===== src/hw/rtl/assert_macros.svh =====
// assertion helpers for the rtl
`ifndef ASSERT_MACROS_SVH
`define ASSERT_MACROS_SVH

// property checked at every rising edge outside reset
`define CGEN_ASSERT(lbl, clk, rst_n, prop) \
    lbl: assert property (@(posedge clk) disable iff (!rst_n) prop) \
        else $error("assertion failed");

// antecedent in one cycle implies consequent in the next
`define CGEN_ASSERT_NEXT(lbl, clk, rst_n, ante, cons) \
    `CGEN_ASSERT(lbl, clk, rst_n, (ante) |=> (cons))

`endif


===== src/hw/rtl/cgen_pkg.sv =====
`default_nettype none

package cgen_pkg;

    // item field widths
    localparam int COUNT_W = 8;
    localparam int VALUE_W = 9;
    localparam int POS_W   = 4;

    // default number of members in a combination
    localparam int ELEMENTS_DEF = 4;

    // register port
    localparam int DATA_W  = 32;
    localparam int PADDR_W = 3;

    // register index codes
    localparam logic REG_MAX_VALUE = 1'b0;

    // reset value of max_value
    localparam logic [COUNT_W-1:0] MAX_VALUE_RST = 8'd2;

    typedef logic [COUNT_W-1:0] count_t;

endpackage

`default_nettype wire


===== src/hw/rtl/cgen_if.sv =====
`default_nettype none

// request channel
interface cgen_req_if;
    logic valid;
    logic ready;
    logic restart;

    modport source (output valid, output restart, input ready);
    modport sink   (input valid, input restart, output ready);
endinterface

// result channel
interface cgen_res_if;
    import cgen_pkg::*;

    logic               valid;
    logic               ready;
    logic [VALUE_W-1:0] element_value;
    logic [POS_W-1:0]   position;
    logic               last_of_combo;
    logic               final_combo;

    modport source (output valid, output element_value, output position,
                    output last_of_combo, output final_combo, input ready);
    modport sink   (input valid, input element_value, input position,
                    input last_of_combo, input final_combo, output ready);
endinterface

`default_nettype wire


===== src/hw/rtl/cgen_seq.sv =====
`default_nettype none

`include "assert_macros.svh"

module cgen_seq #(
    parameter int ELEMENTS = cgen_pkg::ELEMENTS_DEF
) (
    input  wire logic            clk,
    input  wire logic            rst_n,
    input  wire cgen_pkg::count_t max_value,
    cgen_req_if.sink             req,
    cgen_res_if.source           res
);
    import cgen_pkg::*;

    localparam int AW = (ELEMENTS > 1) ? $clog2(ELEMENTS) : 1;
    localparam logic [AW-1:0] LAST_ADDR = AW'(ELEMENTS - 1);

    typedef enum logic [1:0] {S_IDLE, S_SCAN, S_EMIT, S_ADV} state_t;

    // count memory and its read register
    count_t mem [ELEMENTS];
    count_t rd_q_reg;

    state_t              state_reg, state_next;
    logic [ELEMENTS-1:0] valid_reg, valid_next;
    logic [AW-1:0]       addr_reg, addr_next;
    logic                issue_reg, issue_next;
    logic                dv_reg, dv_next;
    logic                rd_v_reg;
    logic [AW-1:0]       idx_reg, idx_next;
    count_t              prev_reg, prev_next;
    logic                found_reg, found_next;
    logic [AW-1:0]       diff_idx_reg, diff_idx_next;
    count_t              diff_cnt_reg, diff_cnt_next;
    count_t              cnt0_reg, cnt0_next;
    logic                final_reg, final_next;

    logic               out_valid_reg, out_valid_next;
    logic [VALUE_W-1:0] out_value_reg, out_value_next;
    logic [POS_W-1:0]   out_pos_reg, out_pos_next;
    logic               out_last_reg, out_last_next;
    logic               out_final_reg, out_final_next;

    logic          re;
    logic          we;
    logic [AW-1:0] waddr;
    count_t        wdata;
    count_t        rd_data;
    logic          out_free;
    logic          load;
    logic          accept;

    // entry never written since clear reads as zero
    assign rd_data  = rd_v_reg ? rd_q_reg : '0;
    assign out_free = !out_valid_reg || res.ready;
    assign load     = (state_reg == S_EMIT) && dv_reg && out_free;
    assign accept   = req.valid && req.ready;

    assign req.ready         = (state_reg == S_IDLE);
    assign res.valid         = out_valid_reg;
    assign res.element_value = out_value_reg;
    assign res.position      = out_pos_reg;
    assign res.last_of_combo = out_last_reg;
    assign res.final_combo   = out_final_reg;

    // read issue: every cycle in scan, paced by the output in emit
    always_comb
    begin
        re = 1'b0;
        case (state_reg)
            S_SCAN:  re = issue_reg;
            S_EMIT:  re = issue_reg && (!dv_reg || load);
            default: re = 1'b0;
        endcase
    end

    // sequencer
    always_comb
    begin
        state_next     = state_reg;
        valid_next     = valid_reg;
        addr_next      = addr_reg;
        issue_next     = issue_reg;
        idx_next       = idx_reg;
        prev_next      = prev_reg;
        found_next     = found_reg;
        diff_idx_next  = diff_idx_reg;
        diff_cnt_next  = diff_cnt_reg;
        cnt0_next      = cnt0_reg;
        final_next     = final_reg;
        out_value_next = out_value_reg;
        out_pos_next   = out_pos_reg;
        out_last_next  = out_last_reg;
        out_final_next = out_final_reg;
        we             = 1'b0;
        waddr          = '0;
        wdata          = '0;

        dv_next        = re || ((state_reg == S_EMIT) && dv_reg && !load);
        out_valid_next = load ? 1'b1 : (res.ready ? 1'b0 : out_valid_reg);

        // walk the read address down from the last entry
        if (re)
        begin
            idx_next = addr_reg;
            if (addr_reg == '0)
            begin
                issue_next = 1'b0;
            end
            else
            begin
                addr_next = addr_reg - 1'b1;
            end
        end

        case (state_reg)
            S_IDLE:
            begin
                if (accept)
                begin
                    if (req.restart)
                    begin
                        valid_next = '0;
                    end
                    found_next = 1'b0;
                    issue_next = 1'b1;
                    addr_next  = LAST_ADDR;
                    state_next = S_SCAN;
                end
            end

            // find the rightmost step and whether all counts match
            S_SCAN:
            begin
                if (dv_reg)
                begin
                    prev_next = rd_data;
                    if ((idx_reg != LAST_ADDR) && (rd_data != prev_reg) && !found_reg)
                    begin
                        found_next    = 1'b1;
                        diff_idx_next = idx_reg + 1'b1;
                        diff_cnt_next = prev_reg;
                    end
                    if (idx_reg == '0)
                    begin
                        cnt0_next  = rd_data;
                        final_next = !found_next && (rd_data >= max_value);
                        issue_next = 1'b1;
                        addr_next  = LAST_ADDR;
                        state_next = S_EMIT;
                    end
                end
            end

            // one member per cycle into the output register while the output is not held
            S_EMIT:
            begin
                if (load)
                begin
                    out_value_next = VALUE_W'(rd_data) + VALUE_W'(LAST_ADDR - idx_reg);
                    out_pos_next   = POS_W'(LAST_ADDR - idx_reg);
                    out_last_next  = (idx_reg == '0);
                    out_final_next = final_reg;
                    if (idx_reg == '0)
                    begin
                        state_next = S_ADV;
                    end
                end
            end

            // step the count vector in colex order
            S_ADV:
            begin
                if (!found_reg)
                begin
                    if (final_reg)
                    begin
                        valid_next = '0;
                    end
                    else
                    begin
                        we         = 1'b1;
                        waddr      = '0;
                        wdata      = cnt0_reg + 1'b1;
                        valid_next = ELEMENTS'(1);
                    end
                end
                else
                begin
                    we    = 1'b1;
                    waddr = diff_idx_reg;
                    wdata = diff_cnt_reg + 1'b1;
                    for (int i = 0; i < ELEMENTS; i++)
                    begin
                        if (AW'(i) == diff_idx_reg)
                        begin
                            valid_next[i] = 1'b1;
                        end
                        else if (AW'(i) > diff_idx_reg)
                        begin
                            valid_next[i] = 1'b0;
                        end
                    end
                end
                state_next = S_IDLE;
            end

            default:
            begin
                state_next = S_IDLE;
            end
        endcase
    end

    // count memory, one write and one registered read port
    always_ff @(posedge clk)
    begin
        if (we)
        begin
            mem[waddr] <= wdata;
        end
        if (re)
        begin
            rd_q_reg <= mem[addr_reg];
        end
    end

    // control state and registered outputs
    always_ff @(posedge clk or negedge rst_n)
    begin
        if (!rst_n)
        begin
            state_reg     <= S_IDLE;
            valid_reg     <= '0;
            issue_reg     <= 1'b0;
            dv_reg        <= 1'b0;
            rd_v_reg      <= 1'b0;
            found_reg     <= 1'b0;
            final_reg     <= 1'b0;
            out_valid_reg <= 1'b0;
        end
        else
        begin
            state_reg     <= state_next;
            valid_reg     <= valid_next;
            issue_reg     <= issue_next;
            dv_reg        <= dv_next;
            found_reg     <= found_next;
            final_reg     <= final_next;
            out_valid_reg <= out_valid_next;
            if (re)
            begin
                rd_v_reg <= valid_reg[addr_reg];
            end
        end
    end

    // payload registers
    always_ff @(posedge clk)
    begin
        addr_reg      <= addr_next;
        idx_reg       <= idx_next;
        prev_reg      <= prev_next;
        diff_idx_reg  <= diff_idx_next;
        diff_cnt_reg  <= diff_cnt_next;
        cnt0_reg      <= cnt0_next;
        out_value_reg <= out_value_next;
        out_pos_reg   <= out_pos_next;
        out_last_reg  <= out_last_next;
        out_final_reg <= out_final_next;
    end

    // checks
    `CGEN_ASSERT(a_idle_quiet, clk, rst_n, (state_reg == S_IDLE) |-> (!dv_reg && !issue_reg))
    `CGEN_ASSERT_NEXT(a_adv_to_idle, clk, rst_n, state_reg == S_ADV, state_reg == S_IDLE)
    `CGEN_ASSERT(a_last_pos, clk, rst_n, (out_valid_reg && out_last_reg) |-> (out_pos_reg == POS_W'(ELEMENTS - 1)))

endmodule

`default_nettype wire


===== src/hw/rtl/colex_combination_generator_core.sv =====
// colex combination generator
// req channel: one item carries restart; restart high starts over at the
// first combination, low emits the next one in colex order
// res channel: each request yields ELEMENTS items, members in ascending
// order with position, last_of_combo on the top member and final_combo on
// every member of the combination just before the wrap to all zeros
// config: max_value at byte address 0 over the apb port, written while idle
// walks: the count memory has one read port and is walked twice per request,
// once to find the step position and once to load the members for output
// reset: counts read as zero and max_value is 2; no clearing pass
// stall: a held output register keeps its member and the member walk waits,
// a new request is taken only after the previous one is fully issued
`default_nettype none

module colex_combination_generator_core #(
    parameter int ELEMENTS = cgen_pkg::ELEMENTS_DEF
) (
    input  wire logic                          clk,
    input  wire logic                          rst_n,
    input  wire logic                          psel,
    input  wire logic                          penable,
    input  wire logic                          pwrite,
    input  wire logic [cgen_pkg::PADDR_W-1:0]  paddr,
    input  wire logic [cgen_pkg::DATA_W-1:0]   pwdata,
    output logic      [cgen_pkg::DATA_W-1:0]   prdata,
    output logic                               pready,
    cgen_req_if.sink                           req,
    cgen_res_if.source                         res
);
    import cgen_pkg::*;

    count_t max_value_reg;
    logic   wr_en;
    logic   sel_max;

    // register decode on the word address
    assign sel_max = (paddr[2] == REG_MAX_VALUE);
    assign wr_en   = psel && penable && pwrite && pready;
    assign pready  = 1'b1;
    assign prdata  = sel_max ? DATA_W'(max_value_reg) : '0;

    // max_value register
    always_ff @(posedge clk or negedge rst_n)
    begin
        if (!rst_n)
        begin
            max_value_reg <= MAX_VALUE_RST;
        end
        else if (wr_en && sel_max)
        begin
            max_value_reg <= pwdata[COUNT_W-1:0];
        end
    end

    // sequencer with the count memory
    cgen_seq #(
        .ELEMENTS (ELEMENTS)
    ) u_seq (
        .clk       (clk),
        .rst_n     (rst_n),
        .max_value (max_value_reg),
        .req       (req),
        .res       (res)
    );

endmodule

`default_nettype wire


===== src/flat_wrapper.sv =====
// flat-port wrapper written by rule: the top's interface ports become plain ports
module colex_combination_generator_core_flat import cgen_pkg::*;
#(
    parameter int ELEMENTS = cgen_pkg::ELEMENTS_DEF
)
  (clk, rst_n, psel, penable, pwrite, paddr, pwdata, prdata, pready, req_valid, req_restart, req_ready, res_valid, res_element_value, res_position, res_last_of_combo, res_final_combo, res_ready);
  cgen_req_if req_i ();
  cgen_res_if res_i ();
  input  wire logic clk;
  input  wire logic rst_n;
  input  wire logic psel;
  input  wire logic penable;
  input  wire logic pwrite;
  input  wire logic [cgen_pkg::PADDR_W-1:0] paddr;
  input  wire logic [cgen_pkg::DATA_W-1:0] pwdata;
  output logic      [cgen_pkg::DATA_W-1:0] prdata;
  output logic pready;
  input wire logic [$bits(req_i.valid)-1:0] req_valid;
  input wire logic [$bits(req_i.restart)-1:0] req_restart;
  output wire logic [$bits(req_i.ready)-1:0] req_ready;
  output wire logic [$bits(res_i.valid)-1:0] res_valid;
  output wire logic [$bits(res_i.element_value)-1:0] res_element_value;
  output wire logic [$bits(res_i.position)-1:0] res_position;
  output wire logic [$bits(res_i.last_of_combo)-1:0] res_last_of_combo;
  output wire logic [$bits(res_i.final_combo)-1:0] res_final_combo;
  input wire logic [$bits(res_i.ready)-1:0] res_ready;
  assign req_i.valid = req_valid;
  assign req_i.restart = req_restart;
  assign req_ready = req_i.ready;
  assign res_valid = res_i.valid;
  assign res_element_value = res_i.element_value;
  assign res_position = res_i.position;
  assign res_last_of_combo = res_i.last_of_combo;
  assign res_final_combo = res_i.final_combo;
  assign res_i.ready = res_ready;
  colex_combination_generator_core #(.ELEMENTS(ELEMENTS)) u_core (.clk(clk), .rst_n(rst_n), .psel(psel), .penable(penable), .pwrite(pwrite), .paddr(paddr), .pwdata(pwdata), .prdata(prdata), .pready(pready), .req(req_i), .res(res_i));
endmodule

===== config.mk =====
export PLATFORM = sky130hd
export DESIGN_NAME = colex_combination_generator_core_flat
export DESIGN_NICKNAME = d
export VERILOG_FILES = /design/src/hw/rtl/cgen_pkg.sv /design/src/hw/rtl/cgen_if.sv /design/src/hw/rtl/cgen_seq.sv /design/src/hw/rtl/colex_combination_generator_core.sv /design/src/flat_wrapper.sv
export VERILOG_INCLUDE_DIRS = /design/src /design/src/hw/rtl
export SDC_FILE = /design/constraint.sdc
export NUM_CORES = 1
export LEC_CHECK = 0
export BUFFER_PORTS_ARGS = -buffer_cell sky130_fd_sc_hd__clkbuf_2
export CORE_MARGIN = 2
export CORE_UTILIZATION = 60
export DETAILED_ROUTE_END_ITERATION = 7
export PLACE_DENSITY_LB_ADDON = 0.05
export SLEW_MARGIN = 10
export SYNTH_ARGS = -nofsm -noshare
export SYNTH_HDL_FRONTEND = slang
export SYNTH_SLANG_ARGS = --single-unit

===== constraint.sdc =====
create_clock -name clk -period 4.75 [get_ports clk]
set_input_delay 0.7125 -clock clk [delete_from_list [all_inputs] [get_ports clk]]
set_output_delay 0.7125 -clock clk [all_outputs]
set_load 0.005 [all_outputs]

==> results.ini <==
[pwr]
p_per_area_nw_per_um2 = 541
leakagePower_uw = 0.00215
ir_worst_vdd_mv = 0.379

[routing]
vias_per_cell = 5.64
drt-initial-drc-count = 206
routedWlPerCell_um = 17.3
firstDrtPassIters = 5
wl_um = 9000
drtAntennaViolNets = 0
num_vias = 2935
route.detailed.drc = 0

[place]
placed_area_um2 = 5110
finalWeightedCongestion = 0.920
placedCellCount = 504
place_ws_ps = 2110
hpwl_um = 6530
portBuffers = 39

[critical_path]
worstSetupPathType = register to register
worstPathRequired_ps = 4740
endpoint_kind = register
path_max_fanout = 24
r2r_cells = 5
critPathLaunchType = register
worstPathArrival_ps = 2640

[hold_path]
holdCritPathClass = input port to asynchronous set/reset pin

[floorplanning]
die_y_um = 94.7
io_pins = 93
row_count = 33
core_um2 = 8090
die_width_um = 94.7
dieArea_um2 = 8980
start_util_pct = 61.1

[sta]
drv_slew = 0
tns_ps = 0
finalSetupViolCount = 0
final.min_clock_period_ps = 2650
fmax_mhz = 377
finClkSkew_ps = 11.3
worst_pin_slew_ps = 1140
hold_viol_final = 0
fin_ws_ps = 2100
grt_setup_unrepaired = no
relSlewSlack_pct = 24.0
min_period_over_period_pct = 55.9
hold_ws_ps = 326

[yosys]
avgSynthCellArea_um2 = 13.3
synth_area_um2 = 4940
synth_seq_cells = 103
synth_ff_type = edfxtp_1
synth_edf_count = 81
synth-warning-count = 0
async_flop_share_pct = 19.4
yosysUniqueCellTypes = 51
seq_area_frac_synth_pct = 60.2
syn_inst = 372

[layout]
final_cell_mix = edfxtp_1 (81), clkbuf_2 (39), conb_1 (27)
diodes = 0
final_common_cell = edfxtp_1
regMostFlops = u_core.u_seq.mem
drive_gt1_share_pct = 19.8
final.fill_count = 602
final_cell_area_um2 = 5380
nets = 472
largest_register_ff_count = 32
finalNonFillerCells = 520
syn_to_final_growth_pct = 8.89

[clocking]
cts_root_buf = clkbuf_8
cts.path.max_buffers = 2
cts_tree = yes
hold_buffers = 0
worstSkewPairLatency_ps = 360
clk_pin_slew_ps = 100
cts_resized = 0
postCtsSetupBuffers = 0
clock-sinks = 103
numCtsBuffers = 9
htreeDepth = 3

[grt]
overflow = 0
grt_pass1_wl_um = 14000
grt_usage_pct = 21.5
grt_pass1_vias = 2686
grt_max_degree = 25
antenna_found_initial = 0

[run]
maxCapViolCount = 0

[outcome]
status = finished, final reports clean

==> through the flow <==
stage | utilization, % | power [µW]
5_1_grt | 66.5 | 3090
4_1_cts | 66.5 | 2940
2_1_floorplan | - | 2000
3_5_place_dp | 63.2 | 2240
6_report | 66.5 | 2910
3_3_place_gp | 63.2 | 2200
==> synth_stat cells, types with 2 or more instances <==
library cell	instances	share of area, %
a21boi_0	2	0.30
a21oi_1	8	0.81
a22o_1	2	0.35
a22oi_1	7	1.1
a31oi_1	3	0.38
and2_1	9	1.1
and3_1	4	0.51
buf_2	3	0.30
buf_4	27	4.1
clkbuf_1	7	0.53
conb_1	2	0.15
dfrtp_1	19	9.6
dfxtp_1	2	0.81
edfxtp_1	81	49
ha_1	18	4.6
inv_1	17	1.3
mux2_2	13	3.0
mux2i_1	2	0.41
mux4_2	9	4.1
nand2_1	20	1.5
nand2b_1	2	0.25
nand3_1	12	1.2
nand4_1	6	0.76
nand4b_1	2	0.35
nor2_1	24	1.8
nor2b_1	10	1.3
nor3_1	5	0.51
nor4bb_1	2	0.41
o211ai_1	2	0.30
o21a_1	2	0.30
o21ai_0	10	1.0
o31ai_1	2	0.30
xnor2_1	14	2.5
xor2_1	7	1.2
==> per-layer routing <==
layer | wire [µm] | global-route usage [%] | up-vias
met5 | 0 | 0 | -
met4 | 68 | 4.95 | 0
met3 | 450 | 4.07 | 8
met2 | 4320 | 33.6 | 97
met1 | 4160 | 31.7 | 1459
li1 | - | - | 1371
==> final timing paths <==
| path | from | end | slack (ps) |
|---|---|---|---|
| hold reg to reg | u_core.u_seq.valid_reg[2] | u_core.u_seq.valid_reg[2] | 500 |
| max in group asynchronous | rst_n | u_core.u_seq.found_reg | 4050 |
| setup reg to reg | u_core.u_seq.rd_v_reg | u_core.u_seq.diff_cnt_reg[5] | 2100 |
| min in group clk | u_core.u_seq.valid_reg[2] | u_core.u_seq.valid_reg[2] | 500 |
| hold / removal | rst_n | u_core.max_value_reg[0] | 330 |
| setup / recovery | u_core.u_seq.rd_v_reg | u_core.u_seq.diff_cnt_reg[5] | 2100 |
==> power by group <==
part	total (µW)	switching (µW)	internal (µW)	leakage (µW)
Clock	703	297	406	0.000134
Combinational	780	425	356	0.00101
Sequential	1430	215	1210	0.00101
==> kinds of logic (layout without fill, tap and decap cells) <==
group,Yosys count,after routing,synth area share [%]
other cells,2,27,0.152
mux,24,24,7.47
flops,103,103,60.2
buf+inv,55,73,6.46
fa+ha+maj,19,19,4.96
xor+xnor,21,21,3.72
simple gates,104,104,11.1
compound gates,44,44,5.95
==> cell type report <==
type | count | area [µm²] | share of cell area, %
multi-input cells | 239 | 1740 | 32.4
inverters | 17 | 63.8 | 1.19
clock buffers | 9 | 124 | 2.30
well taps | 105 | 131 | 2.44
repair buffers | 40 | 203 | 3.77
clock inverters | 7 | 143 | 2.65
flip-flops and latches | 103 | 2970 | 55.3
==> worst max-delay path, stage by stage (launching register included) <==
cell,delay (ps)
dfrtp_1,780
o21ai_0,190
a22oi_1,210
nand2_1,110
a41oi_2,230
nor3b_2,750
Note: power is estimated with default switching activity, not from simulation.
